### config.mk
export PLATFORM = sky130hd
export DESIGN_NAME = pdsd_ram
export DESIGN_NICKNAME = d
export VERILOG_FILES = /design/src/hdl/pdsd_ram.sv
export SDC_FILE = /design/constraint.sdc
export NUM_CORES = 2
export LEC_CHECK = 0
export ABC_AREA = 1
export BUFFER_PORTS_ARGS = -buffer_cell sky130_fd_sc_hd__clkbuf_2
export CAP_MARGIN = 40
export CORE_UTILIZATION = 40
export DETAILED_ROUTE_END_ITERATION = 6
export PLACE_DENSITY = 0.6
export RECOVER_POWER = 25
export SYNTH_ARGS = -nofsm -noshare
export SYNTH_HDL_FRONTEND = slang
export SYNTH_SLANG_ARGS = --single-unit
### constraint.sdc
create_clock -name i_clk -period 2.3 [get_ports i_clk]
set_clock_uncertainty 0.1 [all_clocks]
set_input_delay 0.23 -clock i_clk [delete_from_list [all_inputs] [get_ports i_clk]]
set_output_delay 0.23 -clock i_clk [all_outputs]
set_load 0.01 [all_outputs]
### src/hdl/pdsd_ram.sv
module pdsd_ram #(
    parameter int WIDTH = 8,
    parameter int DEPTH = 256
) (
    input  logic                     i_clk,
    input  logic                     i_wr_en,
    input  logic [$clog2(DEPTH)-1:0] i_wr_addr,
    input  logic [WIDTH-1:0]         i_wr_data,
    input  logic                     i_rd_en,
    input  logic [$clog2(DEPTH)-1:0] i_rd_addr,
    output logic [WIDTH-1:0]         o_rd_data
);

    logic [WIDTH-1:0] r_mem [DEPTH];
    logic [WIDTH-1:0] r_rd_data;

    always_ff @(posedge i_clk) begin
        if (i_wr_en) begin
            r_mem[i_wr_addr] <= i_wr_data;
        end
        if (i_rd_en) begin
            r_rd_data <= r_mem[i_rd_addr];
        end
    end

    assign o_rd_data = r_rd_data;

endmodule

# --- After elaboration in Yosys (flattened, before gate mapping) ---
# Memories as Yosys holds them, arrays and structs flattened. A register that Yosys moved wholly into a read port is not among the register bits.
# Index checks and enable logic that the tools add are counted.
word_totals:
  output_inout_bits: 8
  word_cells: 3
  ramBits: 2048
  memories: 1
  reg_bits: 0
op_classes:
  muxes: 2
memory_table:
  columns: ["name", "depth", "width", "read_ports", "rd_clocked_by_memory_dff", "write_ports", "line_no", "rtl"]
  rows:
  - ["r_mem", 256, 8, 1, 1, 1, "14", "logic [WIDTH-1:0] r_mem [DEPTH];"]
op_table:
  columns: ["cell", "count"]
  rows:
  - ["two-way mux 1 bit", 2]

# --- Longest topological paths before layout ---
logic_depth:
  word_depth: 2
  mapped_depth: 15
  depth_no_buf: 11

# --- Worst setup path before layout ---
# No wires, ideal clock.
synth_timing:
  kind: "input-to-reg"
  start: "input i_wr_en"
  end: "memory r_mem[162][0], enable pin"
  path_buffers: 2
  setup_ns: 0.370
  arrival_time_ns: 1.351
  stages: 4
  path_slack_ns: 0.479
  cell_sequence: "clkbuf_1 nand3_1 clkbuf_1 nor2_1"
synth_between:
  elab_chain_cells: 2
synth_lines:
  columns: ["item", "line_no", "rtl"]
  rows:
  - ["start: declaration", "6", "input logic i_wr_en,"]
  - ["two-way mux 1 bit", "18", "if (i_wr_en) begin"]
  - ["two-way mux 1 bit (implied by the code)", "19", "r_mem[i_wr_addr] <= i_wr_data;"]
  - ["end: declaration", "14", null]
# No other way between the ends.

==> results.md <==
* Status: complete, but fails checks
* Failing checks: DRC, capacitance limit, slew limit
* CTS tree: built
* Horiz. Die Dim at 458.8 µm
* ANT nets after route at 0
* Via density per instance at 5.446
* Worst path cell trace: nand2_1, nand3_1, nand3_1, nand3_1, nand3_1, nand3_1, nand3_1, nand2_1, nand2_1, nand2_1
* DRT iter0 DRCs at 6872
* I/O pins at 35
* Power share of the clock group at 41.3%
* Min Tclk post-route at 2.279 ns
* Worst slew margin at -30.35%
* Hold WC Path Type: in2reg
* Initial Util at 40.27%
* Psw at 18.04 mW
* Layout Nets at 7474
* Endpoint type of the worst setup path: register
* Post-synth top area share at 73.96%
* Final Max Tran Viols at 249
* H-tree levels at 4
* TritonRoute pass-1 iters at 7
* Layout area overhead at 17.28%
* Post-route cell area at 0.09790 mm²
* DRC viols at 15
* RSZ-0062 raised after global routing: false
* First-pass GRT wire length at 360800 µm
* Worst Path Arrival at 2.76 ns
* Final Util at 47.23%
* Fin crit share at 99.09%
* # rows at 167
* Mapped cell area at 0.08348 mm²
* Endpoints failing hold at 0
* Crit start category: register
* CTS Buf Count at 208
* Setup CP Type: reg2reg
* Hpwl dp at 153800 µm
* Placer's final routability congestion estimate at 0.8929
* DR WL/cell at 23.48 µm
* Pin count of the biggest net entering global routing at 83
* Sequential area share after synthesis at 73.96%
* Die Ht at 458.8 µm
* Peak supply drop at 0.0006488 V
* Cells after synthesis at 7003
* PortBufs at 34
* Switching part of the total at 22.64%
* Fraction of layout cells with a size suffix above 1 at 12.18%
* Pwr/cell area at 813.8 mW/mm²
* Most area-hungry cell type in the Yosys netlist: edfxtp_1
* Global Route Usage Sum at 22.95%
* Core area at 0.2073 mm²
* Antenna violations before repair at 12
* Setup_tns at 0 ns
* Reg power frac at 51.9%
* Fmax at 438.8 MHz
* Placed instance area at 0.09171 mm²
* Mean Syn Cell Area at 11.92 µm²
* Post-CTS Setup Inserts at 0
* Via count of the first global-routing pass at 54690
* Via count at 56697
* Flops & latches, synth at 2056
* Die area at 0.2105 mm²
* Pint at 61.64 mW
* Hold Worst Slack at 0.05370 ns
* Leakage power figure at 34.69 nW
* Yosys warning count at 0
* Power Total at 79.67 mW
* Clock-pin slew on the worst setup and hold paths at 0.06 ns
* Number of max-cap violations at 5
* Final wirelength at 244500 µm
* Total gr overflow at 0
* Cells taking the most area after synthesis: edfxtp_1, nand3_1, nand2_1, buf_2, nor2_1
* Crit path top cell by count: nand3_1
* Clk Latency, worst-skew pair at 0.85 ns
* Buffer levels on the longest clock path at 3
* Synthesized net count at 7030
* Slowest-stage cell, CP: edfxtp_1
* Clock Tree Root: clkbuf_16
* CTS Sinks at 2056
* Setup Viol. Count Final at 0
* Max stage delay on crit path at 0.36 ns
* CP max FO at 1
* Worst Path Required at 2.78 ns
* Netlist cell types at 13
* Least-Margin Pin Slew at 1.955 ns
* Gate power share at 6.8%
* # fillers at 18448
==> logic make-up after synthesis <==
family,count (synthesis),share of synthesized area (%)
DFF,2056,73.96
buffers and inverters,522,3.116
and+or+nand+nor,4425,22.92
==> worst max-delay path: cells and delay by family (launching register included) <==
family	cells	cell delay (ns)
flip-flops	1	0.36
AND/OR/NAND/NOR	10	1.55
==> per-stage QoR <==
step / instances / setup WS (ns)
6_report: 10411 / 0.02098
5_1_grt: 10411 / 0.001610
4_1_cts: 10407 / 0.05232
3_5_place_dp: 10016 / -0.8344
3_3_place_gp: 10015 / -0.8121
2_1_floorplan: 7003 / 0.4785
==> metal layers <==
metal | vias to the layer above | wire [µm] | global-route usage, %
met1 | 27948 | 101400 | 31.53
li1 | 25789 | - | -
met3 | 383 | 18310 | 3.235
met2 | 2575 | 117200 | 37.54
met5 | - | 19 | 0
met4 | 2 | 7537 | 7.523
==> power groups by stage <==
stage | clock [mW] | combinational (mW) | sequential (mW)
2_1_floorplan | 0 | 2.55 | 42.1
3_5_place_dp | 0 | 5.42 | 42.2
6_report | 32.9 | 5.43 | 41.4
4_1_cts | 33.3 | 5.45 | 41.4
3_3_place_gp | 0 | 5.39 | 42.2
5_1_grt | 34.7 | 5.81 | 41.4
==> cells in the mapped netlist, drive strengths merged <==
| library cell | number |
|---|---|
| clkbuf | 112 |
| nor2 | 283 |
| nand3 | 2019 |
| inv | 39 |
| buf | 371 |
| nand2 | 2123 |
| edfxtp | 2056 |
==> registers in the layout, indices dropped and copies added (netlist names) <==
| name | flops |
|---|---|
| o_rd_data | 8 |
| r_mem | 2048 |
==> path summary, 6_finish.rpt <==
check | startpoint | endpoint | slack [ns] | cells after the start
worst min-delay path | i_rd_addr[7] | o_rd_data[0]$_DFFE_PP_ | 0.05 | 3
worst max-delay path | r_mem[111][3]$_DFFE_PP_ | o_rd_data[3]$_DFFE_PP_ | 0.02 | 10
worst min register to register | r_mem[209][5]$_DFFE_PP_ | o_rd_data[5]$_DFFE_PP_ | 1.00 | 10
worst max register to register | r_mem[111][3]$_DFFE_PP_ | o_rd_data[3]$_DFFE_PP_ | 0.02 | 10
==> cells in the final DEF (no fill, tap or decap), types with 4 or more instances in the layout <==
master	count
clkinv_1	57
inv_1	34
bufinv_16	16
clkbuf_2	32
inv_16	4
clkbuf_1	116
dlygate4sd3_1	9
clkinvlp_4	9
diode_2	4
edfxtp_1	2056
nand3_1	2019
nand2_1	2116
buf_4	455
clkinv_2	37
buf_8	5
clkbuf_4	5
clkbuf_16	213
nand2_2	7
buf_12	133
nor2_1	283
==> repair_timing <==
action	CTS	global route
resized for setup	0	2
setup endpoints to repair	0	2
hold buffers	9	0
hold endpoints to repair	1100	0
==> cell type report <==
cell class | instances | area [µm²] | area share (%)
tap | 2788 | 3488 | 3.563
multi-input combinational | 4425 | 19150 | 19.56
clock inverter | 128 | 1096 | 1.120
timing repair buffer | 717 | 6751 | 6.896
clock buffer | 254 | 5484 | 5.601
inverter | 39 | 180.2 | 0.1840
sequential | 2056 | 61740 | 63.06
antenna | 4 | 10.01 | 0.01022
(Power assumes the default switching activity.)
