$ cat config.mk
export PLATFORM = sky130hd
export DESIGN_NAME = pdsd_cfg
export DESIGN_NICKNAME = d
export VERILOG_FILES = /design/src/hdl/pdsd_pkg.sv /design/src/hdl/pdsd_cfg.sv
export SDC_FILE = /design/constraint.sdc
export NUM_CORES = 1
export LEC_CHECK = 0
export CORE_ASPECT_RATIO = 0.5
export CORE_UTILIZATION = 50
export DETAILED_ROUTE_END_ITERATION = 10
export DONT_BUFFER_PORTS = 1
export HOLD_SLACK_MARGIN = 0.05
export MAX_ROUTING_LAYER = met4
export PLACE_DENSITY = 0.76
export SLEW_MARGIN = 25
export SYNTH_ARGS = -nofsm -noshare
export SYNTH_HDL_FRONTEND = slang
export SYNTH_SLANG_ARGS = --single-unit
$ cat constraint.sdc
create_clock -name i_clk -period 1.2 [get_ports i_clk]
set_input_delay 0.12 -clock i_clk [delete_from_list [all_inputs] [get_ports i_clk]]
set_output_delay 0.12 -clock i_clk [all_outputs]
set_load 0.05 [all_outputs]
$ cat src/hdl/pdsd_pkg.sv
package pdsd_pkg;

    // Sample store geometry
    localparam int SAMPLE_DEPTH = 65536;
    localparam int STORE_ADDR_W = $clog2(SAMPLE_DEPTH);
    localparam int VALUE_W      = 48;
    localparam int COUNT_W      = 17;
    localparam int ROM_ADDR_W   = 24;

    // Configuration port
    localparam int CFG_INDEX_W = 3;
    localparam int CFG_DATA_W  = 23;

    localparam logic [CFG_INDEX_W-1:0] CFG_SAMPLE_ADDRESS  = 3'd0;
    localparam logic [CFG_INDEX_W-1:0] CFG_LATE_GENERATION = 3'd1;
    localparam logic [CFG_INDEX_W-1:0] CFG_SAMPLE_LAST     = 3'd2;
    localparam logic [CFG_INDEX_W-1:0] CFG_PINGPONG_LOOP   = 3'd3;
    localparam logic [CFG_INDEX_W-1:0] CFG_LOOP_LAST       = 3'd4;

    // Result error codes
    localparam logic [1:0] ERR_OK    = 2'd0;
    localparam logic [1:0] ERR_BANK  = 2'd1;
    localparam logic [1:0] ERR_PHASE = 2'd2;

    // Item modes
    localparam logic MODE_DECODE = 1'b0;
    localparam logic MODE_UNWRAP = 1'b1;

    // ROM bank ids and bases
    localparam logic [2:0] BANK_ID_0 = 3'd0;
    localparam logic [2:0] BANK_ID_1 = 3'd1;
    localparam logic [2:0] BANK_ID_2 = 3'd2;
    localparam logic [2:0] BANK_ID_4 = 3'd4;

    localparam logic [ROM_ADDR_W-1:0] BANK_BASE_0 = 24'h000000;
    localparam logic [ROM_ADDR_W-1:0] BANK_BASE_1 = 24'h100000;
    localparam logic [ROM_ADDR_W-1:0] BANK_BASE_2 = 24'h200000;

    localparam logic [4:0] TERM_SHIFT = 5'd14;

    typedef struct packed {
        logic              mode;
        logic signed [7:0] data_byte;
        logic        [7:0] shift_byte;
    } t_in_item;

    typedef struct packed {
        logic signed [VALUE_W-1:0]    sample_value;
        logic        [ROM_ADDR_W-1:0] data_address;
        logic        [ROM_ADDR_W-1:0] shift_address;
        logic        [COUNT_W-1:0]    sample_index;
        logic        [1:0]            error_code;
        logic                         set_done;
    } t_out_item;

    typedef struct packed {
        logic [22:0] sample_address;
        logic        late_generation;
        logic [15:0] sample_last;
        logic        pingpong_loop;
        logic [15:0] loop_last;
    } t_cfg;

    // Result in flight between the front stage and the output register
    typedef struct packed {
        t_out_item item;
        logic      from_store;
        logic      store_zero;
    } t_stage;

endpackage

$ cat src/hdl/pdsd_cfg.sv
module pdsd_cfg
    import pdsd_pkg::*;
(
    input  logic                   i_clk,
    input  logic                   i_rst_n,
    input  logic                   i_cfg_valid,
    input  logic [CFG_INDEX_W-1:0] i_cfg_index,
    input  logic [CFG_DATA_W-1:0]  i_cfg_data,
    output t_cfg                   o_cfg
);

    t_cfg r_cfg;
    t_cfg n_cfg;

    // Register file write decode; unknown indexes are dropped
    always_comb begin
        n_cfg = r_cfg;
        if (i_cfg_valid) begin
            case (i_cfg_index)
                CFG_SAMPLE_ADDRESS:  n_cfg.sample_address  = i_cfg_data;
                CFG_LATE_GENERATION: n_cfg.late_generation = i_cfg_data[0];
                CFG_SAMPLE_LAST:     n_cfg.sample_last     = i_cfg_data[15:0];
                CFG_PINGPONG_LOOP:   n_cfg.pingpong_loop   = i_cfg_data[0];
                CFG_LOOP_LAST:       n_cfg.loop_last       = i_cfg_data[15:0];
                default:             n_cfg = r_cfg;
            endcase
        end
    end

    always_ff @(posedge i_clk) begin
        if (!i_rst_n) begin
            r_cfg <= '0;
        end else begin
            r_cfg <= n_cfg;
        end
    end

    assign o_cfg = r_cfg;

endmodule

After elaboration in Yosys (flattened, before gate mapping)
Index checks and enable logic that the tools add are counted.
{"block": "classes", "n_eq_ne": 4, "reduce_logical": 6}
{"cell": "AND reduction 2 bit", "count": 5}
{"cell": "equality test 3 x 2 -> 1 bit, second input constant", "count": 2}
{"cell": "equality test 3 x 1 -> 1 bit, second input constant", "count": 1}
{"cell": "equality test 3 bit, second input constant", "count": 1}
{"cell": "zero test 3 bit", "count": 1}
{"block": "word_totals", "ff_bits": 57, "inputBits": 29, "output_inout_bits": 57, "wordCells": 15}

Logic depth before layout (Yosys ltp)
Gate-level depths: netlist (run 1).
{"block": "depth", "depth_word": 2, "ltp_mapped": 4}

Worst setup path after synthesis (run 1)
No wires, ideal clock.
{"block": "synth_path", "path_kind": "in2reg", "from": "in i_cfg_index[0]", "to": "reg r_cfg (netlist bit o_cfg[34])", "setup_time_ns": 0.072, "t_arrival_ns": 0.936, "setup_slack_ns": 0.192, "path_stages": 3, "n_path_buf": 1, "path_cell_list": "nor4b_4 > buf_6 > mux2i_1"}
{"block": "synth_via", "elab_chain_len": 2}
{"element": "from (decl)", "line": "pdsd_cfg.sv:7", "rtl": "input logic [CFG_INDEX_W-1:0] i_cfg_index,"}
{"element": "zero test 3 bit", "line": "pdsd_cfg.sv:19", "rtl": "case (i_cfg_index)"}
{"element": "AND reduction 2 bit (no line)"}
{"element": "to (signal assigned)", "line": "pdsd_cfg.sv:34", "rtl": "r_cfg <= n_cfg;"}
{"element": "to (decl)", "line": "pdsd_cfg.sv:12", "rtl": "t_cfg r_cfg;"}
Every way passes these cells.
A chain may end at the register's enable or synchronous reset.

==> out/qor.csv, run 1 <==
stage;metric;value;unit
status;result of the run;complete, no violations;
synthesis;area fraction in compound gates after synthesis;0;
critical_path;required time reported for the critical path endpoint;1.46;ns
drt;detail-routed net length per standard cell;15.8;um
synthesis;total nets after synthesis;243;
flow_run;total of max-cap violations;0;
drt;Total Wirelength;6240;um
global_routing;GRT Resource Usage Total;0.290;
global_routing;global-route congestion overflow total;0;
synthesis;synthesized flop and latch total;57;
cts;Clock transition at path regs;0.07;ns
cts;number of buffers added by the clock tree synthesis step;9;
synthesis;most area-hungry cell type in the Yosys netlist;sky130_fd_sc_hd__dfxtp_1;
synthesis;Synth Warn #;0;
drt;Routed Antenna Nets;0;
synthesis;Synth Cell Area;2170;um2
synthesis;largest family of logic cells by synthesized area;multiplexers;
critical_path;kind of end point of the critical path;register;
floorplanning;number of top-level pins;86;
layout;layout cell share with drive strength beyond 1;0.287;
cts;clock insertion delay at the later pin of the skew report;0.33;ns
floorplanning;area of the placeable core;4020;um2
timing;Rel. slew slack;0.799;
synthesis;xor and xnor area share after synthesis;0;
layout;nets;365;
floorplanning;die width;95.1;um
critical_path;depth of the worst register-to-register path;3;
drt;via count of the routed design;1950;
layout;combined flip-flop and latch cell area;1160;um2
drt;DRT Pass-1 Iters;4;
drt;number of design-rule violations left by the first detailed-router iteration;38;
worst_hold_path;hold path cells;2;
global_routing;initial antenna violation count;0;
timing;total of endpoints with negative setup slack in the final report;0;
cts;Max clock buf depth;2;
synthesis;share of synthesized registers carrying an async set or reset;0;
timing;final max-slew violation count;0;
timing;maximum frequency from static timing analysis;837;MHz
synthesis;main area contributors after synthesis;sky130_fd_sc_hd__dfxtp_1 53%, sky130_fd_sc_hd__mux2i_1 26%, sky130_fd_sc_hd__nand2_1 14%, sky130_fd_sc_hd__buf_6 2.1%, sky130_fd_sc_hd__clkbuf_1 1.4%;
synthesis;EDFF count, synth;0;
synthesis;share of cell area taken by muxes after synthesis;0.263;
timing;slack of the critical path;0.00529;ns
drt;drt via density;4.94;
synthesis;top-count cell post-synth;sky130_fd_sc_hd__nand2_1;
place;Port-buffer cells;0;
timing;slew at the pin closest to its max-slew limit;0.297;ns
cts;Clk Tree Root Cell;sky130_fd_sc_hd__clkbuf_8;
place;half-perimeter wire length after placement;2860;um
cts;deepest level of the CTS H-tree;3;
layout;max FFs per register;57;
synthesis;fraction of the mapped netlist area in adder cells;0;
place;gpl congestion;0.683;
layout;area grow syn2layout;64.7;%
timing;count of endpoints failing hold in the final timing report;0;
floorplanning;effective utilization at floorplan;0.539;
power_and_ir_drop;maximum vdd ir drop;0.000716;V
critical_path;data arrival time of the critical path;1.46;ns
timing;final clock period utilization by the worst path;0.996;
global_routing;maximum number of pins on one net before global-route repair;42;
layout;Post-Layout Inst Area;3570;um2
synthesis;top cells by instance count after synthesis;80 x sky130_fd_sc_hd__nand2_1, 57 x sky130_fd_sc_hd__dfxtp_1, 57 x sky130_fd_sc_hd__mux2i_1;
layout;number of fill cells in the layout;179;
floorplanning;row cnt;16;
synthesis;share of the yosys chip area belonging to registers;0.527;
floorplanning;die height;48.6;um
layout;area used by multi-input combinational logic;936;um2
synthesis;number of distinct library cells after synthesis;10;
timing;worst-case clock skew;0;ns
floorplanning;die footprint;4620;um2
synthesis;number of cells produced by synthesis;214;
drt;count of unresolved DRC violations after routing;0;
timing;minimum clock period;1.19;ns
critical_path;kind of start point of the critical path;register;
power_and_ir_drop;Leak;0.00161;uW
critical_path;crit path kind;reg2reg;
place;Placed Instance Area;2630;um2
synthesis;most used flip-flop cell after synthesis;sky130_fd_sc_hd__dfxtp_1;
layout;final antenna diode count;0;
global_routing;via count of the first global-routing pass;2060;
synthesis;average cell area after synthesis;10.1;um2
global_routing;first-pass GRT wire length;9650;um
synthesis;share of synthesized cell area in and, or, nand and nor gates;0.169;
critical_path;maximum fanout along the worst path;2;
cts;CTS tree;yes;
worst_hold_path;Hold WC Path Type;in2reg;
cts;CTS Sinks;57;
place;Setup Slack @ Placement;0.213;ns
synthesis;top-area cell type share of the netlist area;0.527;
power_and_ir_drop;power density over cell area;1320;nW/um2
## kinds of logic (layout without fill, tap and decap cells)
group,after synthesis,after routing
DFF,57,57
and+or+nand+nor,85,85
buffers and inverters,15,142
muxes,57,57
## area by class of cell
cell class / count / share of cell area
timing repair buffer: 126 / 0.322
clock inverter: 6 / 0.0322
sequential: 57 / 0.326
tap: 54 / 0.0189
multi-input combinational: 142 / 0.262
clock buffer: 10 / 0.0386
## metal layers
layer  track usage  up-vias  wire (um)
met1         0.306      942       2630
met3         0.118        7        316
met4        0.0909        0         44
li1              -      944          -
met5             -        -          0
met2         0.493       57       3260
## power breakdown
part / switching, uW / leakage, uW / internal, uW
Combinational: 282 / 0.00101 / 209
Clock: 806 / 0.000123 / 1440
Sequential: 23.9 / 0.000470 / 1940
## worst paths after layout
path	startpoint	end	slack, ns
worst max-delay path	o_cfg[23]	o_cfg[23]	0.005
worst min-delay path	i_cfg_data[0]	o_cfg[33]	0.06
worst max register to register	o_cfg[23]	o_cfg[23]	0.005
worst min register to register	o_cfg[56]	o_cfg[56]	0.46
## per-stage QoR
step / hold WS [ns] / TNS [ns] / util / power (uW) / instances
floorplan: 0.262 / 0 / - / 2290 / 214
detailed placement: 0.277 / 0 / 0.654 / 2340 / 313
global route: 0.0630 / -0.0749 / 0.887 / 4860 / 395
CTS: 0.0512 / 0 / 0.884 / 4690 / 395
finish: 0.0611 / 0 / 0.887 / 4700 / 395
global placement: 0.270 / 0 / 0.654 / 2340 / 313
## critical path, stage by stage (launching register included)
cell                            delay [ns]
sky130_fd_sc_hd__dfxtp_1              0.33
sky130_fd_sc_hd__nand2_1              0.05
sky130_fd_sc_hd__dlygate4sd3_1        0.56
sky130_fd_sc_hd__mux2i_1              0.17
## cell usage in the layout (no fill, tap or decap), drive strengths merged
cell / netlist / routed
mux2i: 57 / 57
clkbuf: 8 / 10
nand2: 80 / 80
bufinv: 0 / 3
clkinvlp: 0 / 1
nor4b: 1 / 1
clkinv: 0 / 2
buf: 7 / 64
dlygate4sd3: 0 / 62
nand4bb: 2 / 2
nor4bb: 1 / 1
nand4b: 1 / 1
dfxtp: 57 / 57
## timing repair
item                                    CTS  global route
setup buffers                             0             3
hold buffers                             66             1
resized for setup                         0            17
endpoints found under the setup margin    0            18
endpoints found under the hold margin    57             3
Power figures use the tool's default switching activity.
==> inputs of run 2 (changes only) <==
CAP_MARGIN = 20   (was default)
CELL_PAD_IN_SITES_DETAIL_PLACEMENT = 0   (was default)
CELL_PAD_IN_SITES_GLOBAL_PLACEMENT = 1   (was default)
CORE_UTILIZATION = 45   (was 50)
PLACE_DENSITY = default   (was 0.76)
PLACE_DENSITY_LB_ADDON = 0.1   (was default)
==> out/qor.csv, run 2 (synthesis gave the netlist of run 1 again) <==
stage;metric;value;unit
drt;number of design-rule violations left by the first detailed-router iteration;41;
layout;layout cell share with drive strength beyond 1;0.254;
timing;maximum frequency from static timing analysis;873;MHz
cts;Clock transition at path regs;0.06;ns
cts;number of buffers added by the clock tree synthesis step;9;
drt;Total Wirelength;5780;um
drt;DRT Pass-1 Iters;4;
critical_path;data arrival time of the critical path;1.40;ns
critical_path;maximum fanout along the worst path;1;
place;Setup Slack @ Placement;0.198;ns
floorplanning;effective utilization at floorplan;0.481;
cts;clock insertion delay at the later pin of the skew report;0.32;ns
cts;deepest level of the CTS H-tree;3;
layout;most common cell after layout, fill and taps aside;sky130_fd_sc_hd__nand2_1;
global_routing;GRT Resource Usage Total;0.246;
drt;via count of the routed design;1955;
drt;detail-routed net length per standard cell;14.1;um
floorplanning;die footprint;5110;um2
status;result of the run;complete, no violations;
layout;final antenna diode count;0;
power_and_ir_drop;clock network power share;0.406;
cts;CTS Sinks;57;
cts;Max clock buf depth;2;
flow_run;total of max-cap violations;0;
power_and_ir_drop;power density over cell area;1160;nW/um2
cts;Clk Tree Root Cell;sky130_fd_sc_hd__clkbuf_8;
timing;final max-slew violation count;0;
floorplanning;die height;51.1;um
place;gpl congestion;0.672;
power_and_ir_drop;Internal Pwr Total;3120;uW
power_and_ir_drop;combinational fraction of design power;0.119;
timing;Setup TNS;0;ns
cts;CTS tree;yes;
critical_path;kind of start point of the critical path;primary input;
layout;area grow syn2layout;63.7;%
power_and_ir_drop;sequential cell fraction of total power;0.475;
global_routing;maximum number of pins on one net before global-route repair;42;
drt;Routed Antenna Nets;0;
timing;final clock period utilization by the worst path;0.955;
cts;number of setup buffers added after CTS;0;
power_and_ir_drop;switching power;1010;uW
worst_hold_path;Hold WC Path Type;in2reg;
global_routing;initial antenna violation count;0;
layout;most frequent cells in the layout;79 x sky130_fd_sc_hd__nand2_1, 66 x sky130_fd_sc_hd__dlygate4sd3_1, 57 x sky130_fd_sc_hd__mux2i_1, 57 x sky130_fd_sc_hd__buf_4, 48 x sky130_fd_sc_hd__dfxtp_1;
place;half-perimeter wire length after placement;2980;um
critical_path;kind of end point of the critical path;register;
drt;drt via density;4.78;
place;Port-buffer cells;0;
global_routing;via count of the first global-routing pass;1966;
global_routing;first-pass GRT wire length;9150;um
power_and_ir_drop;switching part of the total;0.244;
floorplanning;row cnt;17;
floorplanning;number of top-level pins;86;
timing;total of endpoints with negative setup slack in the final report;0;
floorplanning;area of the placeable core;4510;um2
global_routing;global-route congestion overflow total;0;
floorplanning;die width;100;um
power_and_ir_drop;maximum vdd ir drop;0.000641;V
critical_path;required time reported for the critical path endpoint;1.45;ns
timing;slack of the critical path;0.0543;ns
timing;minimum clock period;1.15;ns
layout;nets;367;
timing;Rel. slew slack;0.783;
timing;slew at the pin closest to its max-slew limit;0.321;ns
layout;max FFs per register;57;
drt;count of unresolved DRC violations after routing;0;
timing;worst-case clock skew;0;ns
power_and_ir_drop;Leak;0.00158;uW
timing;count of endpoints failing hold in the final timing report;0;
critical_path;crit path kind;in2reg;
[run 2: cell count changes in the layout (fill, tap and decap cells not counted), sizes merged]
cell / before / now
buf: 64 / 61
bufinv: 3 / 0
clkbuf: 10 / 14
clkinvlp: 1 / 0
dlygate4sd3: 62 / 66
dlymetal6s4s: 0 / 1
[run 2: per-stage QoR]
stage,std cells,total power (uW),utilization,instance area [um2],hold slack [ns]
floorplan,214,2290,-,2170,0.262
global placement,325,2340,0.587,2650,0.271
detailed placement,325,2350,0.587,2650,0.272
CTS,408,4150,0.781,3520,0.0407
global route,409,4280,0.787,3550,0.0591
finish,409,4120,0.787,3550,0.0752
[run 2: cell type report]
class                           count  area, um2
Clock buffer                       14        183
Clock inverter                      2       10.0
Tap cell                           66       82.6
Timing Repair Buffer              128       1180
Multi-Input combinational cell    142        938
Sequential cell                    57       1150
Fill cell                         301        962
[run 2: timing repair]
| action | 4_1_cts | 5_1_grt |
|---|---|---|
| hold buffers | 67 | 2 |
| endpoints found under the hold margin | 57 | 4 |
| gates resized for setup | 0 | 11 |
| setup endpoints to repair | 0 | 11 |
[run 2: worst max-delay path: stages]
cell                            delay, ns
sky130_fd_sc_hd__dlygate4sd3_1       0.53
sky130_fd_sc_hd__nand2_1             0.06
sky130_fd_sc_hd__dlygate4sd3_1       0.55
sky130_fd_sc_hd__mux2i_1             0.14
[run 2: power groups by stage]
| stage | combinational [uW] | sequential [uW] | clock (uW) |
|---|---|---|---|
| 2_1_floorplan | 145 | 2140 | 0 |
| 3_3_place_gp | 346 | 2000 | 0 |
| 3_5_place_dp | 350 | 2000 | 0 |
| 4_1_cts | 479 | 1960 | 1720 |
| 5_1_grt | 514 | 1960 | 1800 |
| 6_report | 489 | 1960 | 1680 |
[run 2: worst paths after layout]
kind                                     start        end  slack, ns  depth (start not counted)
worst min-delay path                   i_rst_n  o_cfg[17]       0.08                          2
worst min register to register       o_cfg[52]  o_cfg[52]       0.46                          2
worst max-delay path            i_cfg_data[22]  o_cfg[56]       0.05                          4
worst max register to register       o_cfg[43]  o_cfg[43]       0.06                          3
[run 2: per-layer routing]
metal	wire length [um]	track usage	vias up
met2	2870	0.451	57
met3	304	0.0834	6
met5	0	-	-
li1	-	-	955
met1	2550	0.259	937
met4	51	0.0652	0
