==> src/hdl/pdsd_pkg.sv <==
package pdsd_pkg;

    // Sample store geometry
    localparam int SAMPLE_DEPTH = 65536;
    localparam int STORE_ADDR_W = $clog2(SAMPLE_DEPTH);
    localparam int VALUE_W      = 48;
    localparam int COUNT_W      = 17;
    localparam int ROM_ADDR_W   = 24;

    // Configuration port
    localparam int CFG_INDEX_W = 3;
    localparam int CFG_DATA_W  = 23;

    localparam logic [CFG_INDEX_W-1:0] CFG_SAMPLE_ADDRESS  = 3'd0;
    localparam logic [CFG_INDEX_W-1:0] CFG_LATE_GENERATION = 3'd1;
    localparam logic [CFG_INDEX_W-1:0] CFG_SAMPLE_LAST     = 3'd2;
    localparam logic [CFG_INDEX_W-1:0] CFG_PINGPONG_LOOP   = 3'd3;
    localparam logic [CFG_INDEX_W-1:0] CFG_LOOP_LAST       = 3'd4;

    // Result error codes
    localparam logic [1:0] ERR_OK    = 2'd0;
    localparam logic [1:0] ERR_BANK  = 2'd1;
    localparam logic [1:0] ERR_PHASE = 2'd2;

    // Item modes
    localparam logic MODE_DECODE = 1'b0;
    localparam logic MODE_UNWRAP = 1'b1;

    // ROM bank ids and bases
    localparam logic [2:0] BANK_ID_0 = 3'd0;
    localparam logic [2:0] BANK_ID_1 = 3'd1;
    localparam logic [2:0] BANK_ID_2 = 3'd2;
    localparam logic [2:0] BANK_ID_4 = 3'd4;

    localparam logic [ROM_ADDR_W-1:0] BANK_BASE_0 = 24'h000000;
    localparam logic [ROM_ADDR_W-1:0] BANK_BASE_1 = 24'h100000;
    localparam logic [ROM_ADDR_W-1:0] BANK_BASE_2 = 24'h200000;

    localparam logic [4:0] TERM_SHIFT = 5'd14;

    typedef struct packed {
        logic              mode;
        logic signed [7:0] data_byte;
        logic        [7:0] shift_byte;
    } t_in_item;

    typedef struct packed {
        logic signed [VALUE_W-1:0]    sample_value;
        logic        [ROM_ADDR_W-1:0] data_address;
        logic        [ROM_ADDR_W-1:0] shift_address;
        logic        [COUNT_W-1:0]    sample_index;
        logic        [1:0]            error_code;
        logic                         set_done;
    } t_out_item;

    typedef struct packed {
        logic [22:0] sample_address;
        logic        late_generation;
        logic [15:0] sample_last;
        logic        pingpong_loop;
        logic [15:0] loop_last;
    } t_cfg;

    // Result in flight between the front stage and the output register
    typedef struct packed {
        t_out_item item;
        logic      from_store;
        logic      store_zero;
    } t_stage;

endpackage

==> src/hdl/pdsd_front.sv <==
module pdsd_front
    import pdsd_pkg::*;
(
    input  logic                    i_clk,
    input  logic                    i_rst_n,
    input  t_cfg                    i_cfg,
    input  logic                    i_accept,
    input  t_in_item                i_item,
    output t_stage                  o_stage,
    output logic                    o_wr_en,
    output logic [STORE_ADDR_W-1:0] o_wr_addr,
    output logic [VALUE_W-1:0]      o_wr_data,
    output logic                    o_rd_en,
    output logic [STORE_ADDR_W-1:0] o_rd_addr
);

    logic [VALUE_W-1:0] r_accumulator;
    logic [COUNT_W-1:0] r_decode_count;
    logic [COUNT_W-1:0] r_mirror_count;
    logic [VALUE_W-1:0] n_accumulator;
    logic [COUNT_W-1:0] n_decode_count;
    logic [COUNT_W-1:0] n_mirror_count;

    logic [ROM_ADDR_W-1:0] bank_base;
    logic                  bank_ok;
    logic [ROM_ADDR_W-1:0] data_addr;
    logic [ROM_ADDR_W-1:0] shift_addr;
    logic [3:0]            nibble;
    logic [31:0]           term;
    logic [VALUE_W-1:0]    acc_sum;
    logic                  dec_phase_err;
    logic                  dec_ok;
    logic [31:0]           dec_count_ext;
    logic                  dec_store_ok;
    logic [COUNT_W-1:0]    sample_last_ext;
    logic [COUNT_W-1:0]    mirror_index;
    logic                  mir_err;
    logic [15:0]           mirror_src;
    logic [31:0]           mirror_src_ext;

    // Bank id to ROM base
    always_comb begin
        bank_ok = 1'b1;
        case (i_cfg.sample_address[22:20])
            BANK_ID_0: bank_base = BANK_BASE_0;
            BANK_ID_1: bank_base = BANK_BASE_1;
            BANK_ID_2: bank_base = i_cfg.late_generation ? BANK_BASE_2 : BANK_BASE_1;
            BANK_ID_4: bank_base = BANK_BASE_2;
            default: begin
                bank_base = BANK_BASE_0;
                bank_ok   = 1'b0;
            end
        endcase
    end

    // ROM addresses and delta term
    assign data_addr  = ({4'd0, i_cfg.sample_address[19:0]} | bank_base)
                        + {7'd0, r_decode_count};
    assign shift_addr = {data_addr[23:20], 5'd0, data_addr[19:5]};
    assign nibble     = data_addr[4] ? i_item.shift_byte[7:4] : i_item.shift_byte[3:0];
    assign term       = {{24{i_item.data_byte[7]}}, i_item.data_byte}
                        << ({1'b0, nibble} + TERM_SHIFT);
    assign acc_sum    = r_accumulator + {{16{term[31]}}, term};

    assign sample_last_ext = {1'b0, i_cfg.sample_last};
    assign dec_phase_err   = r_decode_count > sample_last_ext;
    assign dec_ok          = !dec_phase_err && bank_ok;
    assign dec_count_ext   = {15'd0, r_decode_count};
    assign dec_store_ok    = dec_count_ext < 32'(SAMPLE_DEPTH);

    // Mirror phase: read back the stored samples in reverse order
    assign mirror_index   = sample_last_ext + 17'd1 + r_mirror_count;
    assign mir_err        = !i_cfg.pingpong_loop
                            || (r_decode_count <= sample_last_ext)
                            || (r_mirror_count > {1'b0, i_cfg.loop_last})
                            || (r_mirror_count > sample_last_ext);
    assign mirror_src     = i_cfg.sample_last - r_mirror_count[15:0];
    assign mirror_src_ext = {16'd0, mirror_src};

    // Result of the item presented this cycle
    always_comb begin
        o_stage = '0;
        if (i_item.mode == MODE_DECODE) begin
            o_stage.item.sample_index = r_decode_count;
            if (dec_phase_err) begin
                o_stage.item.error_code = ERR_PHASE;
            end else if (!bank_ok) begin
                o_stage.item.error_code = ERR_BANK;
            end else begin
                o_stage.item.error_code    = ERR_OK;
                o_stage.item.sample_value  = acc_sum;
                o_stage.item.data_address  = data_addr;
                o_stage.item.shift_address = shift_addr;
                o_stage.item.set_done      = (r_decode_count == sample_last_ext)
                                             && !i_cfg.pingpong_loop;
            end
        end else begin
            o_stage.item.sample_index = mirror_index;
            if (mir_err) begin
                o_stage.item.error_code = ERR_PHASE;
            end else begin
                o_stage.item.error_code = ERR_OK;
                o_stage.item.set_done   = r_mirror_count == {1'b0, i_cfg.loop_last};
                o_stage.from_store      = 1'b1;
                o_stage.store_zero      = mirror_src_ext >= 32'(SAMPLE_DEPTH);
            end
        end
    end

    // Store ports
    assign o_wr_en   = i_accept && (i_item.mode == MODE_DECODE) && dec_ok && dec_store_ok;
    assign o_wr_addr = dec_count_ext[STORE_ADDR_W-1:0];
    assign o_wr_data = acc_sum;
    assign o_rd_en   = i_accept && (i_item.mode == MODE_UNWRAP) && !mir_err;
    assign o_rd_addr = mirror_src_ext[STORE_ADDR_W-1:0];

    // State update on an accepted item
    always_comb begin
        n_accumulator  = r_accumulator;
        n_decode_count = r_decode_count;
        n_mirror_count = r_mirror_count;
        if (i_accept) begin
            if (i_item.mode == MODE_DECODE) begin
                if (dec_ok) begin
                    n_accumulator  = acc_sum;
                    n_decode_count = r_decode_count + 17'd1;
                end
            end else if (!mir_err) begin
                n_mirror_count = r_mirror_count + 17'd1;
            end
        end
    end

    always_ff @(posedge i_clk) begin
        if (!i_rst_n) begin
            r_accumulator  <= '0;
            r_decode_count <= '0;
            r_mirror_count <= '0;
        end else begin
            r_accumulator  <= n_accumulator;
            r_decode_count <= n_decode_count;
            r_mirror_count <= n_mirror_count;
        end
    end

endmodule

==> config.mk <==
export PLATFORM = sky130hd
export DESIGN_NAME = pdsd_front
export DESIGN_NICKNAME = d
export VERILOG_FILES = /design/src/hdl/pdsd_pkg.sv /design/src/hdl/pdsd_front.sv
export SDC_FILE = /design/constraint.sdc
export NUM_CORES = 1
export LEC_CHECK = 0
export CAP_MARGIN = 20
export CORE_AREA = 2 2 154 156
export CTS_BUF_LIST = sky130_fd_sc_hd__clkbuf_8
export DETAILED_ROUTE_END_ITERATION = 16
export DIE_AREA = 0 0 156 158
export DONT_BUFFER_PORTS = 1
export PLACE_DENSITY = 0.62
export SLEW_MARGIN = 20
export SYNTH_ARGS = -nofsm -noshare
export SYNTH_HDL_FRONTEND = slang
export SYNTH_SLANG_ARGS = --single-unit
==> constraint.sdc <==
create_clock -name i_clk -period 8.4 [get_ports i_clk]
set_input_delay 0 -clock i_clk [delete_from_list [all_inputs] [get_ports i_clk]]
set_output_delay 0 -clock i_clk [all_outputs]
set_load 0.05 [all_outputs]
# Word level (Yosys, flattened, before mapping)
# Index checks and enable logic that the tools add are counted.
dict set report classes {
  add_sub_neg 8
  n_lt_le_gt_ge 6
  eq_ne 5
  n_shift 1
  n_mux 15
  bitwise 3
  reduce_logical 17
}
# cell n
set op_table {}
lappend op_table {{$mux 96} 3}
lappend op_table {{$pmux 22 s3} 1}
lappend op_table {{$gt 17x16->1} 3}
lappend op_table {{$add 48x48->48} 1}
lappend op_table {{$add 17x1->17 const B} 2}
lappend op_table {{$eq 17x16->1} 2}
lappend op_table {{$shl 32x5->32} 1}
lappend op_table {{$add 24x17->24} 1}
lappend op_table {{$or 20x24->24} 1}
lappend op_table {{$mux 22} 1}
lappend op_table {{$mux 20} 1}
lappend op_table {{$add 16x1->17 const B} 1}
lappend op_table {{$add 17x17->17} 1}
lappend op_table {{$ge 16x17->1 const B} 1}
lappend op_table {{$le 17x16->1} 1}
lappend op_table {{$lt 17x17->1 const B} 1}
lappend op_table {{$sub 16x16->16} 1}
lappend op_table {{$logic_and 1x1->1} 7}
lappend op_table {{$mux 2} 3}
lappend op_table {{$reduce_and 3->1} 2}
lappend op_table {{$add 4x4->5 const B} 1}
lappend op_table {{$mux 1} 4}
lappend op_table {{$mux 4} 1}
lappend op_table {{$reduce_or 4->1} 1}
lappend op_table {{8 further kinds} 13}
dict set report word_totals {
  reg_bits 82
  input_bits 77
  out_inout_bits 200
  wordCells 58
}

# Depth between registers and ports, before layout
# Gate-level depths: netlist (run 1).
dict set report logic_depth {
  depth_word 11
  depth_mapped 25
  mapped_depth_nobuf 24
}

# Worst setup path before layout (run 1)
# Ideal clock, no wire load.
dict set report synth_timing {
  path_type {reg2out}
  from {reg r_decode_count[0]}
  to {out o_stage[112] (netlist name)}
  arrival_time_ps 5844
  t_required_ps 8400
  setup_slack_ps 2556
  path_stages_with_launch 25
  path_buffers 0
  path_cell_list {dfxtp_1 > ha_1 > inv_1 > fa_1 > nor2b_4 > o21a_4 > nor2_8 > xnor2_4 > mux2i_4 > mux2i_1 > mux2i_1 > o21ai_1 > o21ai_1 > a21o_1 > ha_1 > inv_1 > o21bai_1 > a21oi_1 > o21ai_1 > a221oi_1 > and3_1 > a211oi_2 > nor3_1 > xnor2_1 > and2_1}
}
# element line_no
set synth_rtl {}
lappend synth_rtl {{from (decl)} pdsd_front.sv:18} ;# logic [COUNT_W-1:0] r_decode_count;
lappend synth_rtl {{from (signal assigned)} pdsd_front.sv:141} ;# r_decode_count <= n_decode_count;
lappend synth_rtl {{to (decl)} pdsd_front.sv:9} ;# output t_stage o_stage,

# Worst setup path in the final report (run 1)
dict set report layout_timing {
  from {reg r_decode_count[0]}
  to {out o_wr_data[46]}
}
dict set report layout_via {
  elab_chain_cells 5
}
# element line_no
set layout_lines {}
lappend layout_lines {{$add 24x17->24} pdsd_front.sv:58} ;# + {7'd0, r_decode_count};
lappend layout_lines {{$mux 4} pdsd_front.sv:60} ;# assign nibble = data_addr[4] ? i_item.shift_byte[7:4] : i_item.shift_byte[3:0];
lappend layout_lines {{$add 4x4->5} pdsd_front.sv:62} ;# << ({1'b0, nibble} + TERM_SHIFT);
lappend layout_lines {{$shl 32x5->32} pdsd_front.sv:61} ;# assign term = {{24{i_item.data_byte[7]}}, i_item.data_byte}
lappend layout_lines {{$add 48x48->48} pdsd_front.sv:63} ;# assign acc_sum = r_accumulator + {{16{term[31]}}, term};
lappend layout_lines {{to (decl)} pdsd_front.sv:12} ;# output logic [VALUE_W-1:0] o_wr_data,
# Every way passes these cells.

==> results.txt, run 1 <==
The run finished with clean final reports. For the number of global-route vias before repair, the log shows 10,227. TritonCTS built the clock tree. The number of hold violations in the final report came out at 0. The routed layout has 10,984 vias.

The portion of the clock cycle consumed by the worst path in the final layout was 86.21%; the number of sinks on the clock net was 82. The floorplan step defined a die boundary enclosing 24,650 um^2. The die extent in y was 158 um; the worst clock skew was 0.01660 ns.

The number of antenna cells inserted is 0. The synthesized flop and latch total is 82, and the total power after layout is 1.479 mW. The floorplan has 56 rows. The final number of max-transition violations is 0, and the routed wirelength normalized by instance count is 19.06 um. STA puts the critical path data required time at 8.40 ns. Summed over all layers, the global routing overflow is 0. At the later pin of the worst-skew pair, clock insertion delay measures 0.39 ns.

Setup violations remaining at the end of the flow were counted as 0. For this configuration, the core starts out at a cell density of 49.10%. The worst-case IR drop observed on VDD is 86.71 uV. The share of synthesized area occupied by flip-flops and latches is 14.50%, and the clock-pin slew on the worst setup and hold paths is 0.10 ns. In this run the count of I/O pins placed on the die edge is 277. For the count of nets left with antenna violations after detail routing, the log shows 0. The core region is 23,050 um^2.

For the largest net degree at the start of global routing, the log shows 49. Setup repair after global routing left no endpoint under its margin. The most critical setup path has its endpoint at o_wr_data[46].

At the pin with the least slew margin, the transition time is 1.129 ns. The mapped netlist covers 11,320 um^2. The fraction of registers with async set or reset after synthesis came out at 0%.

STA classifies the critical path endpoint as a primary output. The all-layer global routing usage is 27.77%. The first-pass iteration count of the detailed router came out at 5.

The logs give 1.92 ns for the worst setup slack for register-to-register paths and 0 for the total number of yosys warnings. The data arrival time of the worst path is 7.24 ns, and the DRC marker count from the first detailed-route iteration is 662. The analysis attributes to cell leakage a power of 5.308 nW. Area added between synthesis and finish: 4.134%. The share of the core filled with cells in the final layout was 51.13%. The startpoint identified for the worst register-to-register timing path is r_decode_count[0]. After detailed routing, the number of vias per cell comes to 5.950. At the end of the flow, the number of nets in the layout was 1,778.

The horizontal extent of the die is 156 um, and the total placed instance area is 11,540 um^2. After detailed routing, the number of remaining DRC violations is 0. CTS built an H-tree with a depth of 3. The finished cells cover 11,790 um^2. The number of port buffers works out to 0.

The tools report the terminus of the critical flop-to-flop path as r_accumulator[46]. The depth of the worst register-to-register path works out to 24. The top fanout value on the critical path is 8.

The run gives 54,250 um as the wire length of the first global-routing pass. Timing would allow up to 0.1381 GHz. The critical path starts at r_decode_count[0]. Count of flip-flops with a built-in enable after synthesis: 0. In this run the clock root is driven by a sky130_fd_sc_hd__clkbuf_8. The critical path in this run is classified as register to primary output. For the gate count of the mapped netlist, the log shows 1,589.

Once the clock tree was built, the resizer swapped 0 gates to a different size. The flip-flop cell with the highest count after synthesis is sky130_fd_sc_hd__dfxtp_1. Relative slew slack: 24.23%. Across the run, the number of max-cap violations was 0.

The kind of path behind the tightest hold check was primary input to register. The initial antenna violation count is 1. The post-route minimum period was 7.242 ns; the number of buffers on the longest clock path was 2. The logs give 0 ns for the setup total negative slack and 89 for the number of distinct library cells after synthesis.

The nature of the critical path startpoint is a register. The share of layout cells above drive strength 1 was 7.326%. For the aggregate routed wire length, the log shows 35,180 um. Each instance of the synthesized netlist takes up on average 7.123 um^2. After legalization and detailed placement, the total HPWL measured 27,500 um. At the end of routability-driven placement, the weighted congestion stood at 0.9301. Power spread over the standard cell area amounts to 125.5 nW/um^2. Clock tree synthesis inserted a total of 9 buffers.
-- metrics by stage --
stage	std cells	setup WS (ns)	hold slack [ns]
3_3_place_gp	1825	1.741	0.1069
3_5_place_dp	1826	1.669	0.1082
6_report	1846	1.158	0.02590
5_1_grt	1846	0.5945	0.02275
2_1_floorplan	1612	2.556	0.1651
4_1_cts	1846	1.170	0.002005
-- cells in the final DEF, fill, tap and decap left out, types with 23 or more instances in the layout --
master	n
sky130_fd_sc_hd__o21ai_1	27
sky130_fd_sc_hd__a21oi_1	151
sky130_fd_sc_hd__and2_1	46
sky130_fd_sc_hd__a211oi_1	23
sky130_fd_sc_hd__a21o_1	42
sky130_fd_sc_hd__conb_1	25
sky130_fd_sc_hd__xor2_1	30
sky130_fd_sc_hd__xnor2_1	53
sky130_fd_sc_hd__nor3_1	29
sky130_fd_sc_hd__inv_1	112
sky130_fd_sc_hd__buf_4	27
sky130_fd_sc_hd__dfxtp_1	82
sky130_fd_sc_hd__o21ai_0	51
sky130_fd_sc_hd__nand2_1	176
sky130_fd_sc_hd__nand3_1	52
sky130_fd_sc_hd__nor2_1	135
sky130_fd_sc_hd__ha_1	146
-- registers in the layout, indices dropped and copies added, names as in the netlist --
signal,flops
r_accumulator,48
r_mirror_count,17
r_decode_count,17
-- cell families (layout without fill, tap and decap cells) --
kind of cell	count (synthesis)	count (layout)	share of synthesized area, %
compound gates	450	450	25.96
xor+xnor	87	87	7.031
fa+ha+maj	151	151	16.94
buf+inv	218	162	8.822
flops	82	82	14.50
mux	19	19	1.946
other cells	2	25	0.06635
simple gates	580	580	24.74
-- how the worst min path moves through the flow --
stage | from | endpoint | slack, ns | depth (start not counted)
2_1_floorplan | i_accept | r_mirror_count[0] | 0.17 | 2
3_3_place_gp | i_item[16] | o_stage[3] | 0.11 | 1
3_5_place_dp | i_item[16] | o_stage[3] | 0.11 | 1
4_1_cts | i_accept | r_mirror_count[7] | 0.002 | 3
5_1_grt | i_accept | r_mirror_count[3] | 0.02 | 3
6_report | i_accept | r_mirror_count[7] | 0.03 | 3
-- where the power goes --
group | switching [mW] | internal (mW)
registers | 0.00878 | 0.399
logic | 0.592 | 0.179
clock network | 0.174 | 0.126
-- critical path, stage by stage, from the launching register on --
cell and delay, ns:
sky130_fd_sc_hd__dfxtp_1 0.87, sky130_fd_sc_hd__ha_1 0.31, sky130_fd_sc_hd__inv_1 0.06, sky130_fd_sc_hd__fa_1 0.42
sky130_fd_sc_hd__nor2b_4 0.17, sky130_fd_sc_hd__o21a_4 0.19, sky130_fd_sc_hd__nor2_8 0.06, sky130_fd_sc_hd__xnor2_4 0.27
sky130_fd_sc_hd__mux2i_4 0.44, sky130_fd_sc_hd__mux2i_1 0.30, sky130_fd_sc_hd__mux2i_1 0.12, sky130_fd_sc_hd__o21ai_1 0.35
sky130_fd_sc_hd__o21ai_1 0.10, sky130_fd_sc_hd__a21o_1 0.21, sky130_fd_sc_hd__ha_1 0.38, sky130_fd_sc_hd__inv_1 0.14
sky130_fd_sc_hd__o21bai_1 0.09, sky130_fd_sc_hd__a21oi_1 0.20, sky130_fd_sc_hd__o21ai_1 0.15, sky130_fd_sc_hd__a221oi_1 0.42
sky130_fd_sc_hd__and3_1 0.28, sky130_fd_sc_hd__a21o_1 0.20, sky130_fd_sc_hd__o21ba_1 0.24, sky130_fd_sc_hd__nand2_1 0.11
sky130_fd_sc_hd__xor2_1 0.80
-- repair_timing --
action                    4_1_cts  5_1_grt
hold endpoints to repair       20        0
buffers inserted                0        0
hold buffers                    4        0
-- Yosys cell counts (21+ instances only) --
library cell / number / area share (%)
sky130_fd_sc_hd__nand2_1: 176 / 5.8
sky130_fd_sc_hd__a21oi_1: 154 / 6.8
sky130_fd_sc_hd__ha_1: 146 / 16
sky130_fd_sc_hd__nor2_1: 146 / 4.8
sky130_fd_sc_hd__inv_1: 113 / 3.7
sky130_fd_sc_hd__dfxtp_1: 82 / 15
sky130_fd_sc_hd__xnor2_1: 54 / 4.2
sky130_fd_sc_hd__o21ai_0: 53 / 2.3
sky130_fd_sc_hd__nand3_1: 52 / 2.3
sky130_fd_sc_hd__and2_1: 46 / 2.5
sky130_fd_sc_hd__buf_4: 44 / 2.9
sky130_fd_sc_hd__clkbuf_1: 44 / 1.5
sky130_fd_sc_hd__a21o_1: 42 / 2.8
sky130_fd_sc_hd__nor3_1: 34 / 1.5
sky130_fd_sc_hd__xor2_1: 31 / 2.4
sky130_fd_sc_hd__a211oi_1: 25 / 1.7
sky130_fd_sc_hd__o21ai_1: 25 / 1.1
sky130_fd_sc_hd__and3_1: 21 / 1.2
sky130_fd_sc_hd__nand4_1: 21 / 1.2
sky130_fd_sc_hd__o21a_1: 21 / 1.4
-- layout make-up --
| type | count | area [um^2] |
|---|---|---|
| clock buffer | 11 | 151.4 |
| clock inverter | 5 | 37.54 |
| fill | 2353 | 11270 |
| inverter | 113 | 424.2 |
| multi-input combinational | 1312 | 8905 |
| sequential | 82 | 1642 |
| tap | 290 | 362.8 |
| timing repair buffer | 33 | 264.0 |
-- routing by layer --
layer,up-vias,GRT usage (%),part of all wire [%]
li1,5477,-,-
met1,5109,34.27,43
met2,354,48.15,47
met3,44,8.185,8.5
met4,0,5.636,1.6
met5,-,0,0
No activity file was read; power rests on OpenSTA's default activity.
==> run 2, diff against run 1 <==
--- a/config.mk
+++ b/config.mk
@@ -6,12 +6,12 @@
 export NUM_CORES = 1
 export LEC_CHECK = 0
 export CAP_MARGIN = 20
-export CORE_AREA = 2 2 154 156
+export CORE_AREA = 2 2 152 154
 export CTS_BUF_LIST = sky130_fd_sc_hd__clkbuf_8
 export DETAILED_ROUTE_END_ITERATION = 16
-export DIE_AREA = 0 0 156 158
+export DIE_AREA = 0 0 154 156
 export DONT_BUFFER_PORTS = 1
-export PLACE_DENSITY = 0.62
+export PLACE_DENSITY = 0.64
 export SLEW_MARGIN = 20
 export SYNTH_ARGS = -nofsm -noshare
 export SYNTH_HDL_FRONTEND = slang
==> run 2 against run 1 <==
Effect of this change:
- sequential power about the same
- routed wire length decreased by 0.41%
- clock skew decreased by 0.0033 ns
==> results.txt, run 2 (synthesis gave the netlist of run 1 again) <==
The run finished with clean final reports. The root buffer cell chosen for the clock tree is sky130_fd_sc_hd__clkbuf_8. The run gives 55 as the total number of placement rows. The tools report the number of global-route vias before repair as 10,416. The register area is 1642 um^2. In the final routed layout, each cell accounts on average for 19.02 um. Clock insertion delay at the later pin of the skew report: 0.38 ns.

The routability congestion estimate from global placement came out at 0.9508. Overflow left after global routing: 0. For this block, the via count after detailed routing is 11,048.

The number of port buffers is 0, and the peak supply drop is 80.00 uV. The worst setup path is captured at a primary output. The finished cells cover 11,760 um^2.

The share of layout cells above drive strength 1 came out at 7.386%. The clock network fraction of design power was 19.8%; the total leakage power was 5.296 nW. Share of total power in sequential cells: 27.7%. The initial antenna violation count came out at 0.

The floorplan step defined a die boundary enclosing 24,020 um^2. Aggregate routed wire length: 35,040 um. The tools report the data required time at the worst endpoint as 8.40 ns. The power share of the combinational group came out at 52.5%.

Setup repair after global routing left no endpoint under its margin. The core region is 22,370 um^2. The largest register by flop count is r_accumulator. The peak clock frequency supported by timing was 0.1388 GHz. By instance count, the cell type seen most on the critical path is sky130_fd_sc_hd__a21o_1. Measured along the x axis, the die boundary spans 154 um. Setup violations remaining at the end of the flow were counted as 0.

The initial utilization of the core area, before any placement, comes to 50.61%. The clock period could shrink to 7.204 ns. The run gives 8890 um^2 as the multi-input combinational cell area.

The flip-flop count of the largest register after layout was 48. In this run the remaining antenna-violating nets after routing total 0. The layout has 2,300 filler cells. In the routed design, unresolved DRC markers number 0. The half-perimeter wire length of the detailed placement result came out at 27,300 um. In this run switching power makes up 52.55% of total power. Between clock sinks in the finished design, the worst skew comes to 0.01333 ns. In the layout the commonest cells are 176 x sky130_fd_sc_hd__nand2_1, 151 x sky130_fd_sc_hd__a21oi_1, 146 x sky130_fd_sc_hd__ha_1.

The H-tree was split into 3 levels. 277 I/O pins were placed. The largest registers in the layout are r_accumulator (48), r_decode_count (17), r_mirror_count (17). Of the available clock period, the critical path in the final layout requires 85.76%. The clock passes through at most 2 buffers. For this design the total switching power over the nets is 0.7732 mW. The slowest stage of the critical path is the sky130_fd_sc_hd__dfxtp_1 cell. Of all nets on the critical path, the largest fanout is 20. Setup total negative slack on the finished layout was measured at 0 ns. The post-cts repair resize count is 0, and the DRC marker count from the first detailed-route iteration is 718. The setup path with the least slack is of type register to primary output.

In the final design database the tool counted 1,779 nets. The logs give 11,540 um^2 for the total placed instance area and 0 for the total of max-cap violations. Entering global routing, the biggest net connects 67 pins. The relative slew slack is 22.48%. The first-pass iteration count of the detailed router is 7.

For the number of hold violations in the final report, the log shows 0. Walking the worst path, the cells encountered are ha_1 -> inv_1 -> nand2_1 -> a211o_1 -> nand2_1 -> mux2_2 -> o311ai_4 -> ha_1 -> a21o_1 -> a21o_1 -> a21o_1 -> a21o_1 -> a21oi_1 -> o21ai_0 -> a21oi_1 -> nand2_1 -> xor2_1. The die extent in y was 156 um; the number of sinks on the clock net was 82. Leaving out fill and tap cells, the most frequent cell in the layout is sky130_fd_sc_hd__nand2_1. The clock-pin slew on the worst setup and hold paths was 0.10 ns. TritonCTS built the clock tree.

The tools report the internal power of the cells as 0.6982 mW. The final number of max-transition violations is 0. The tools report the nature of the critical path startpoint as a register.

The clock buffer count from CTS is 9. The power per standard cell area came out at 125.1 nW/um^2. The all-layer global routing usage is 28.49%, and the post-detailed-route via-to-cell ratio is 5.998.

In this run the worst hold path is classified as primary input to register. The first global-routing pass estimated 55,100 um of wire. At the pin with the least slew margin, the transition time is 1.159 ns.

The delay of the slowest critical-path stage works out to 0.87 ns. The number of antenna cells inserted is 0. The data arrival time of the worst path was 7.20 ns; the area added between synthesis and finish was 3.914%.
==> run 2: final cells by class <==
class / instances / area share (%)
repair buffers: 34 / 2.255
clock buffers: 10 / 1.170
flip-flops and latches: 82 / 13.96
clock inverters: 6 / 0.3936
inverters: 113 / 3.606
well taps: 285 / 3.032
multi-input cells: 1312 / 75.59
==> run 2: worst paths after layout <==
check,start,to,slack [ns],depth (start not counted)
max,r_decode_count[4],o_wr_data[46],1.20,17
min reg2reg,r_accumulator[42],r_accumulator[42],0.47,2
max reg2reg,r_decode_count[0],r_accumulator[46],2.01,24
min,i_accept,r_mirror_count[3],0.05,3
==> run 2: critical path: cells and delay by family, from the launching register on <==
family | cells | cell delay (ns)
buffers and inverters | 1 | 0.42
adder cells (fa/ha/maj) | 2 | 1.13
flip-flops | 1 | 0.87
AO/OA/AOI/OAI | 9 | 2.47
XOR/XNOR | 1 | 0.81
AND/OR/NAND/NOR | 3 | 0.69
multiplexers | 1 | 0.44
==> run 2: power by group through the flow <==
stage / Clock (mW) / Combinational [mW] / Sequential (mW)
floorplan: 0 / 0.655 / 0.413
global placement: 0 / 0.759 / 0.417
detailed placement: 0 / 0.762 / 0.417
CTS: 0.300 / 0.768 / 0.408
global route: 0.314 / 0.827 / 0.409
finish: 0.291 / 0.773 / 0.408
==> run 2: timing repair <==
action,4_1_cts,5_1_grt
buffers inserted,0,0
hold buffers,3,0
endpoints found under the hold margin,20,0
==> run 2: routing by layer <==
layer | share of wire [%] | track usage [%] | vias to the layer above | wire length (um)
li1 | - | - | 5467 | -
met4 | 2.3 | 8.233 | 0 | 811
met5 | 0 | 0 | - | 0
met2 | 46 | 48.35 | 394 | 16210
met1 | 44 | 35.88 | 5130 | 15250
met3 | 7.9 | 7.028 | 57 | 2756
==> run 2: through the flow <==
| step | std cells | utilization (%) | power (mW) | hold slack, ns | worst slack [ns] |
|---|---|---|---|---|---|
| floorplan | 1612 | - | 1.068 | 0.1651 | 2.556 |
| global placement | 1822 | 51.54 | 1.175 | 0.1072 | 1.754 |
| detailed placement | 1823 | 51.60 | 1.179 | 0.1093 | 1.723 |
| CTS | 1842 | 52.56 | 1.477 | 0.006935 | 1.260 |
| global route | 1842 | 52.59 | 1.550 | 0.03920 | 0.7229 |
| finish | 1842 | 52.59 | 1.471 | 0.04864 | 1.196 |
